===== src/hw/rtl/assert_macros.svh =====
// Assertion macros for the RTL of the subtractive generator.
`ifndef ASSERT_MACROS_SVH
`define ASSERT_MACROS_SVH

`ifndef NO_ASSERTIONS

// Same-cycle implication, checked while out of reset.
`define SRG_ASSERT_NOW(label, clk, rst_n, cond, prop) \
    label: assert property (@(posedge clk) disable iff (!rst_n) (cond) |-> (prop)) \
        else $error("assertion failed");

// Next-cycle implication, checked while out of reset.
`define SRG_ASSERT_NEXT(label, clk, rst_n, cond, prop) \
    label: assert property (@(posedge clk) disable iff (!rst_n) (cond) |=> (prop)) \
        else $error("assertion failed");

`else

`define SRG_ASSERT_NOW(label, clk, rst_n, cond, prop)
`define SRG_ASSERT_NEXT(label, clk, rst_n, cond, prop)

`endif

`endif


===== src/hw/rtl/srg_pkg.sv =====
// Package: constants, types and the modular subtract of the subtractive generator.
`default_nettype none

package srg_pkg;

    localparam int VAL_W     = 30;
    localparam int SEED_W    = 28;
    localparam int TABLE_LEN = 55;
    localparam int IDX_W     = $clog2(TABLE_LEN);
    localparam int PASS_W    = 2;

    localparam logic [VAL_W-1:0]  MODULUS     = VAL_W'(1000000000);
    localparam logic [SEED_W-1:0] SEED_BASE   = SEED_W'(161803398);
    localparam logic [IDX_W-1:0]  FILL_STRIDE = IDX_W'(21);
    localparam logic [IDX_W-1:0]  LAST_IDX    = IDX_W'(TABLE_LEN - 1);
    localparam logic [IDX_W-1:0]  LAG_OFFSET  = IDX_W'(30);
    localparam logic [IDX_W-1:0]  LAG_START   = IDX_W'(31);
    localparam logic [IDX_W-1:0]  CURSOR_TOP  = IDX_W'(TABLE_LEN);

    typedef enum logic [2:0] {
        ST_IDLE,
        ST_FILL,
        ST_WARM,
        ST_DRAW_RD,
        ST_DRAW_WR
    } t_state;

    // One cycle worth of table traffic: two reads and one write.
    typedef struct packed {
        logic              we;
        logic [IDX_W-1:0]  wr_addr;
        logic [VAL_W-1:0]  wr_data;
        logic [IDX_W-1:0]  rd_addr_a;
        logic [IDX_W-1:0]  rd_addr_b;
    } t_ram_req;

    // a - b modulo one billion, both operands below the modulus.
    function automatic logic [VAL_W-1:0] sub_mod(input logic [VAL_W-1:0] a,
                                                 input logic [VAL_W-1:0] b);
        logic [VAL_W:0] wide;
        begin
            if (a >= b) begin
                wide = {1'b0, a} - {1'b0, b};
            end else begin
                wide = {1'b0, a} + {1'b0, MODULUS} - {1'b0, b};
            end
            sub_mod = wide[VAL_W-1:0];
        end
    endfunction

endpackage

`default_nettype wire


===== src/hw/rtl/srg_lag_ram.sv =====
// Lag table memory: two registered read ports, one write port.
`default_nettype none

module srg_lag_ram (
    input  wire logic                       i_clk,
    input  wire srg_pkg::t_ram_req          i_req,
    output logic [srg_pkg::VAL_W-1:0]       o_rd_data_a,
    output logic [srg_pkg::VAL_W-1:0]       o_rd_data_b
);

    logic [srg_pkg::VAL_W-1:0] mem [srg_pkg::TABLE_LEN];

    // write one entry
    always_ff @(posedge i_clk) begin
        if (i_req.we) begin
            mem[i_req.wr_addr] <= i_req.wr_data;
        end
    end

    // register both reads (old data on a same-cycle write)
    always_ff @(posedge i_clk) begin
        o_rd_data_a <= mem[i_req.rd_addr_a];
        o_rd_data_b <= mem[i_req.rd_addr_b];
    end

endmodule

`default_nettype wire


===== src/hw/rtl/subtractive_random_generator_core.sv =====
// Draw: after the accept, a read state, then a write state that registers the result.
// No new request is taken until a draw is done: the lag table RAM read-modify-write.
// Reseed or first draw after reset adds 55 fill writes and 4 x 55 warm-up steps.
// Reset clears cursors (0 and 31), the seeded flag and the output valid flag; the table
// holds no reset value and is rebuilt before its first read.
`default_nettype none

`include "assert_macros.svh"

module subtractive_random_generator_core (
    input  wire logic                          i_clk,
    input  wire logic                          i_rst_n,
    input  wire logic                          i_in_valid,
    output logic                               o_in_stall,
    input  wire logic                          i_kind,
    input  wire logic [srg_pkg::SEED_W-1:0]    i_seed,
    output logic                               o_out_valid,
    input  wire logic                          i_out_stall,
    output logic [srg_pkg::VAL_W-1:0]          o_value
);

    srg_pkg::t_state                r_state, n_state;
    srg_pkg::t_ram_req              w_req;
    logic [srg_pkg::VAL_W-1:0]      w_rd_a, w_rd_b, w_diff;
    logic                           w_accept, w_rebuild;

    logic [srg_pkg::IDX_W-1:0]      r_read_cur, r_lag_cur, n_read_cur, n_lag_cur;
    logic                           r_seeded;
    logic [srg_pkg::VAL_W-1:0]      r_m, r_k;
    logic [srg_pkg::IDX_W-1:0]      r_pos, r_fcnt, r_widx, w_other, w_pos_next;
    logic [srg_pkg::IDX_W:0]        w_pos_sum;
    logic [srg_pkg::PASS_W-1:0]     r_pass;
    logic                           r_wr_valid;
    logic [srg_pkg::IDX_W-1:0]      r_wr_addr;
    logic                           r_out_valid;
    logic [srg_pkg::VAL_W-1:0]      r_out_value;
    logic [srg_pkg::SEED_W-1:0]     w_seed_clamp;

    // take a request only when idle and the output slot is free or draining
    assign o_in_stall = !((r_state == srg_pkg::ST_IDLE) && (!r_out_valid || !i_out_stall));
    assign w_accept   = i_in_valid && !o_in_stall;
    assign w_rebuild  = i_kind || !r_seeded;
    assign o_out_valid = r_out_valid;
    assign o_value     = r_out_value;

    assign w_diff       = srg_pkg::sub_mod(w_rd_a, w_rd_b);
    assign w_seed_clamp = (i_seed > srg_pkg::SEED_BASE) ? srg_pkg::SEED_BASE : i_seed;

    // advance cursors with wrap from 55 back to 1
    assign n_read_cur = (r_read_cur == srg_pkg::CURSOR_TOP) ? srg_pkg::IDX_W'(1)
                                                             : r_read_cur + 1'b1;
    assign n_lag_cur  = (r_lag_cur == srg_pkg::CURSOR_TOP) ? srg_pkg::IDX_W'(1)
                                                            : r_lag_cur + 1'b1;

    // fill position steps by 21 modulo 55
    assign w_pos_sum  = {1'b0, r_pos} + {1'b0, srg_pkg::FILL_STRIDE};
    assign w_pos_next = (w_pos_sum >= (srg_pkg::IDX_W+1)'(srg_pkg::TABLE_LEN))
                        ? srg_pkg::IDX_W'(w_pos_sum - (srg_pkg::IDX_W+1)'(srg_pkg::TABLE_LEN))
                        : w_pos_sum[srg_pkg::IDX_W-1:0];

    // warm-up partner entry: (idx + 31) mod 55
    assign w_other = (r_widx <= srg_pkg::LAG_OFFSET - srg_pkg::IDX_W'(7))
                     ? r_widx + srg_pkg::LAG_START
                     : r_widx - srg_pkg::IDX_W'(24);

    srg_lag_ram u_ram (
        .i_clk       (i_clk),
        .i_req       (w_req),
        .o_rd_data_a (w_rd_a),
        .o_rd_data_b (w_rd_b)
    );

    // next state
    always_comb begin
        n_state = r_state;
        case (r_state)
            srg_pkg::ST_IDLE: begin
                if (w_accept) begin
                    n_state = w_rebuild ? srg_pkg::ST_FILL : srg_pkg::ST_DRAW_RD;
                end
            end
            srg_pkg::ST_FILL: begin
                if (r_fcnt == srg_pkg::LAST_IDX) begin
                    n_state = srg_pkg::ST_WARM;
                end
            end
            srg_pkg::ST_WARM: begin
                if (r_widx == srg_pkg::LAST_IDX && r_pass == '1) begin
                    n_state = srg_pkg::ST_DRAW_RD;
                end
            end
            srg_pkg::ST_DRAW_RD: n_state = srg_pkg::ST_DRAW_WR;
            srg_pkg::ST_DRAW_WR: n_state = srg_pkg::ST_IDLE;
            default:             n_state = srg_pkg::ST_IDLE;
        endcase
    end

    // table traffic per state; pending difference writes land in the cycle after their read
    always_comb begin
        w_req.we        = r_wr_valid;
        w_req.wr_addr   = r_wr_addr;
        w_req.wr_data   = w_diff;
        w_req.rd_addr_a = r_widx;
        w_req.rd_addr_b = w_other;
        case (r_state)
            srg_pkg::ST_FILL: begin
                w_req.we = 1'b1;
                if (r_fcnt == '0) begin
                    w_req.wr_addr = srg_pkg::LAST_IDX;
                    w_req.wr_data = r_m;
                end else begin
                    w_req.wr_addr = r_pos - 1'b1;
                    w_req.wr_data = r_k;
                end
            end
            srg_pkg::ST_DRAW_RD: begin
                w_req.rd_addr_a = n_read_cur - 1'b1;
                w_req.rd_addr_b = n_lag_cur - 1'b1;
            end
            default: begin
            end
        endcase
    end

    // control registers
    always_ff @(posedge i_clk) begin
        if (!i_rst_n) begin
            r_state     <= srg_pkg::ST_IDLE;
            r_read_cur  <= '0;
            r_lag_cur   <= srg_pkg::LAG_START;
            r_seeded    <= 1'b0;
            r_wr_valid  <= 1'b0;
            r_out_valid <= 1'b0;
        end else begin
            r_state    <= n_state;
            r_wr_valid <= (r_state == srg_pkg::ST_WARM) || (r_state == srg_pkg::ST_DRAW_RD);
            if (w_accept && w_rebuild) begin
                r_read_cur <= '0;
                r_lag_cur  <= srg_pkg::LAG_START;
                r_seeded   <= 1'b1;
            end else if (r_state == srg_pkg::ST_DRAW_RD) begin
                r_read_cur <= n_read_cur;
                r_lag_cur  <= n_lag_cur;
            end
            if (r_state == srg_pkg::ST_DRAW_WR) begin
                r_out_valid <= 1'b1;
            end else if (!i_out_stall) begin
                r_out_valid <= 1'b0;
            end
        end
    end

    // datapath registers: fill recurrence, warm-up sweep, write address, result
    always_ff @(posedge i_clk) begin
        if (w_accept) begin
            r_m    <= srg_pkg::VAL_W'(srg_pkg::SEED_BASE - w_seed_clamp);
            r_k    <= srg_pkg::VAL_W'(1);
            r_pos  <= srg_pkg::FILL_STRIDE;
            r_fcnt <= '0;
            r_widx <= '0;
            r_pass <= '0;
        end
        if (r_state == srg_pkg::ST_FILL) begin
            r_fcnt <= r_fcnt + 1'b1;
            if (r_fcnt != '0) begin
                r_k   <= srg_pkg::sub_mod(r_m, r_k);
                r_m   <= r_k;
                r_pos <= w_pos_next;
            end
        end
        if (r_state == srg_pkg::ST_WARM) begin
            r_wr_addr <= r_widx;
            if (r_widx == srg_pkg::LAST_IDX) begin
                r_widx <= '0;
                r_pass <= r_pass + 1'b1;
            end else begin
                r_widx <= r_widx + 1'b1;
            end
        end
        if (r_state == srg_pkg::ST_DRAW_RD) begin
            r_wr_addr <= n_read_cur - 1'b1;
        end
        if (r_state == srg_pkg::ST_DRAW_WR) begin
            r_out_value <= w_diff;
        end
    end

    // checks
    `SRG_ASSERT_NOW(a_slot_free, i_clk, i_rst_n, r_state == srg_pkg::ST_DRAW_WR, !r_out_valid)
    `SRG_ASSERT_NEXT(a_result_shown, i_clk, i_rst_n, r_state == srg_pkg::ST_DRAW_WR, r_out_valid)
    `SRG_ASSERT_NOW(a_one_writer, i_clk, i_rst_n, r_state == srg_pkg::ST_FILL, !r_wr_valid)
    `SRG_ASSERT_NOW(a_cursor_lag, i_clk, i_rst_n, r_state == srg_pkg::ST_IDLE && r_seeded, (r_read_cur <= srg_pkg::IDX_W'(24) && r_lag_cur == r_read_cur + srg_pkg::LAG_START) || (r_read_cur > srg_pkg::IDX_W'(24) && r_lag_cur == r_read_cur - srg_pkg::IDX_W'(24)))

endmodule

`default_nettype wire

===== config.mk =====
export PLATFORM = sky130hd
export DESIGN_NAME = subtractive_random_generator_core
export DESIGN_NICKNAME = d
export VERILOG_FILES = /design/src/hw/rtl/srg_pkg.sv /design/src/hw/rtl/srg_lag_ram.sv /design/src/hw/rtl/subtractive_random_generator_core.sv
export VERILOG_INCLUDE_DIRS = /design/src /design/src/hw/rtl
export SDC_FILE = /design/constraint.sdc
export NUM_CORES = 2
export LEC_CHECK = 0
export BUFFER_PORTS_ARGS = -buffer_cell sky130_fd_sc_hd__buf_2
export CELL_PAD_IN_SITES_DETAIL_PLACEMENT = 2
export CELL_PAD_IN_SITES_GLOBAL_PLACEMENT = 2
export CORE_ASPECT_RATIO = 1.2
export CORE_MARGIN = 2
export CORE_UTILIZATION = 42
export DETAILED_ROUTE_END_ITERATION = 8
export PLACE_DENSITY_LB_ADDON = 0.1
export REMOVE_ABC_BUFFERS = 1
export SYNTH_ARGS = -nofsm -noshare
export SYNTH_HDL_FRONTEND = slang
export SYNTH_SLANG_ARGS = --single-unit

===== constraint.sdc =====
create_clock -name i_clk -period 7.26 [get_ports i_clk]
set_input_delay 0.363 -clock i_clk [delete_from_list [all_inputs] [get_ports i_clk]]
set_output_delay 0.363 -clock i_clk [all_outputs]
set_load 0.01 [all_outputs]

==> results.py <==
metrics = {
    "global_routing": {
        "grt.total_usage_pct": 37.4,
        "antenna_found_initial": 27,
        "first_global_vias": 93661,
        "grt_max_degree": 123,
        "grt_pass1_wl_um": 650000,
        "grt_overflow": 0,
    },
    "synthesis": {
        "synthTopCellsByArea": "edfxtp_1 53%, nand2_1 13%, nand3_1 6.4%, a311oi_1 3.6%, dfxtp_1 3.0%",
        "avgSynthCellArea_um2": 9.43,
        "synth-async-reset-ratio_pct": 0,
        "yosysSeqAreaShare_pct": 55.6,
        "syn_area_mm2": 0.0970,
        "yosys_warnings": 0,
        "syn_inst": 10284,
        "synth_common_cells": "3,445 x nand2_1, 1,699 x edfxtp_1, 1,242 x nand3_1",
        "ys_ff_latch": 1844,
        "yosysMostFrequentCell": "nand2_1",
        "synth_area_leader_cell": "edfxtp_1",
        "synth-edff-count": 1699,
        "synth_top_area_share_pct": 52.6,
        "synthDistinctLibCells": 98,
        "synth_ff_type": "edfxtp_1",
    },
    "die": {
        "start_util_pct": 42.2,
        "die_height_um": 530,
        "core_mm2": 0.230,
        "die-area_mm2": 0.235,
        "io_pins": 65,
        "die_x_um": 443,
        "num_rows": 193,
    },
    "critical_path": {
        "crit_fanout": 88,
        "cp.required_ns": 7.94,
        "cp_slowest_cell": "a211oi_1",
        "cpLargestDelayFamily": "compound AO/OA/AOI/OAI gates",
        "worst_path_largest_cell_delay_ns": 1.25,
        "endpoint": "u_ram.o_rd_data_a[19]$_DFF_P_",
        "reg2reg_depth": 14,
        "crit_path_start_kind": "flip-flop",
        "critical_path_cell_count": 14,
        "worst-r2r-setup-slack_ns": 1.36,
        "crit_chain": "nand3b_1 -> buf_4 -> nand2_1 -> o21a_4 -> inv_8 -> buf_12 -> buf_4 -> nand2_1 -> and3_1 -> a311oi_1 -> a311oi_1 -> a31oi_1 -> a211oi_1 -> a21oi_1",
        "worstSetupEndpointType": "flip-flop",
        "rr_endpoint": "u_ram.o_rd_data_a[19]$_DFF_P_",
        "cp.arrival_ns": 6.58,
        "path_buf_inv": 4,
        "critPathKind": "reg2reg",
        "setup.worst_path.start": "r_state[1]$_SDFFE_PN0P_",
        "worstReg2RegStart": "r_state[1]$_SDFFE_PN0P_",
    },
    "timing": {
        "finalClockSkew_ns": 0.0672,
        "finalCriticalPeriod_ns": 5.90,
        "finalSetupViolations": 0,
        "rsz0062_at_grt": "no",
        "worst_pin_slew_ns": 1.49,
        "slew_violations": 1,
        "period_share_pct": 81.3,
        "relSlewSlack_pct": -0.186,
        "tns_ns": 0,
        "max_freq_mhz": 169,
        "hold_viol": 0,
        "hold_slack_ns": 0.0418,
    },
    "clock_tree": {
        "clk_pin_slew_ns": 0.06,
        "clockBufferDepth": 4,
        "cts_tree": "done",
        "h-tree-depth": 4,
        "clockRootBuffer": "clkbuf_16",
        "clkSinkCount": 1844,
        "clock_latency_ns": 0.92,
        "cts_buffers": 212,
    },
    "status": {
        "violations": "capacitance limit, slew limit",
        "outcome": "complete, but fails checks",
    },
    "route": {
        "firstDrtPassIters": 6,
        "vias": 87858,
        "vias_per_cell": 6.62,
        "postRouteWirelength_um": 451000,
        "drtIter0Drc": 9582,
        "ant_nets": 0,
        "wl_per_cell_um": 34.0,
        "route.detailed.drc": 0,
    },
    "final_layout": {
        "final_nets": 10300,
        "layout.cells.non_filler": 13267,
        "num-fill-cells": 23866,
        "layout-drive-gt1-share_pct": 7.48,
        "area_delta_synth_final_pct": 11.9,
    },
    "hold_path": {
        "hold_class": "in2reg",
        "worstHoldStart": "i_seed[18]",
    },
    "placement": {
        "placed_cells": 12863,
        "io_buffers": 64,
        "hpwlAfterDp_um": 273000,
        "gp_congestion": 0.903,
    },
    "job": {
        "cap_violations": 1,
    },
}
cell usage in the layout, fill, tap and decap left out, types with 61 or more instances in the layout:
cell / Yosys / final
dfxtp_1: 145 / 145
a311o_1: 61 / 61
a31oi_1: 260 / 240
inv_1: 236 / 235
o21ai_0: 99 / 97
nand2_1: 3445 / 3444
buf_2: 170 / 64
nand3_1: 1242 / 1242
nor2_1: 290 / 229
buf_12: 0 / 75
xnor2_1: 101 / 101
a311oi_1: 397 / 397
edfxtp_1: 1699 / 1699
and3_1: 347 / 347
a21oi_1: 314 / 309
ha_1: 158 / 158
clkbuf_16: 0 / 215
buf_4: 7 / 197
clkbuf_1: 515 / 61
state kept, by name, summed over array words and instances, names as in the netlist:
register           flops
r_k                   30
u_ram.o_rd_data_a     30
o_out_valid            1
o_value               30
r_wr_valid             1
r_m                   30
u_ram.mem           1650
r_state                3
r_pass                 2
r_fcnt                 6
r_wr_addr              6
u_ram.o_rd_data_b     30
r_lag_cur              6
r_seeded               1
r_pos                  6
r_widx                 6
r_read_cur             6
worst min-delay path by stage:
stage / to / slack (ns) / cells past startpoint
4_1_cts: r_m[18]$_DFF_P_ / 0.009 / 3
2_1_floorplan: r_seeded$_SDFFE_PN0P_ / 0.43 / 1
6_report: r_m[18]$_DFF_P_ / 0.04 / 3
5_1_grt: r_m[18]$_DFF_P_ / 0.07 / 3
3_5_place_dp: r_seeded$_SDFFE_PN0P_ / 0.46 / 1
3_3_place_gp: r_seeded$_SDFFE_PN0P_ / 0.44 / 1
metrics by stage:
stage / setup WS [ns] / cell area [µm²] / utilization [%]
2_1_floorplan: -46.32 / 93800 / -
6_report: 1.36 / 109000 / 47.2
3_5_place_dp: 1.63 / 102000 / 44.2
3_3_place_gp: 1.68 / 102000 / 44.2
4_1_cts: 1.56 / 109000 / 47.2
5_1_grt: 1.18 / 109000 / 47.2
routing by layer:
layer / vias to the layer above / share of wire, % / global-route usage, %
met5: - / 0.020 / 0
met4: 14 / 5.7 / 19.5
met3: 1215 / 8.1 / 5.97
met2: 4214 / 47 / 62.0
met1: 45958 / 39 / 47.3
li1: 36457 / - / -
what timing repair did:
item | 4_1_cts | 5_1_grt
hold endpoints to repair | 24 | 0
hold buffers | 17 | 0
setup buffers | 0 | 0
resized for setup | 0 | 0
area by class of cell:
cell class	instances	area (µm²)	share of cell area [%]
repair buffers	353	3470	3.20
multi-input cells	7423	39900	36.7
flip-flops and latches	1844	53900	49.7
well taps	3022	3780	3.48
clock inverters	98	886	0.816
inverters	239	920	0.847
diodes	6	15.0	0.0138
clock buffers	282	5690	5.24
cell families after synthesis:
group	count (synthesis)	synth area share, %
compound gates	1510	11.2
xor+xnor	141	1.27
fa+ha+maj	194	2.78
buf+inv	1017	4.26
flops	1844	55.6
mux	45	0.484
simple gates	5533	24.5
worst register-to-register path, cell delays in order (launching register included):
cell and delay, ns:
dfxtp_1 0.57, nand3b_1 0.69, buf_4 0.51, nand2_1 0.12, o21a_4 0.49, inv_8 0.40, buf_12 0.41, buf_4 0.36
nand2_1 0.15, and3_1 0.16, a311oi_1 0.05, a311oi_1 0.31, a31oi_1 0.13, a211oi_1 1.25, a21oi_1 0.07
Power is left out: the tool's default activity adds up to more than one toggle a clock period on the data nets, which glitch-free logic cannot reach.
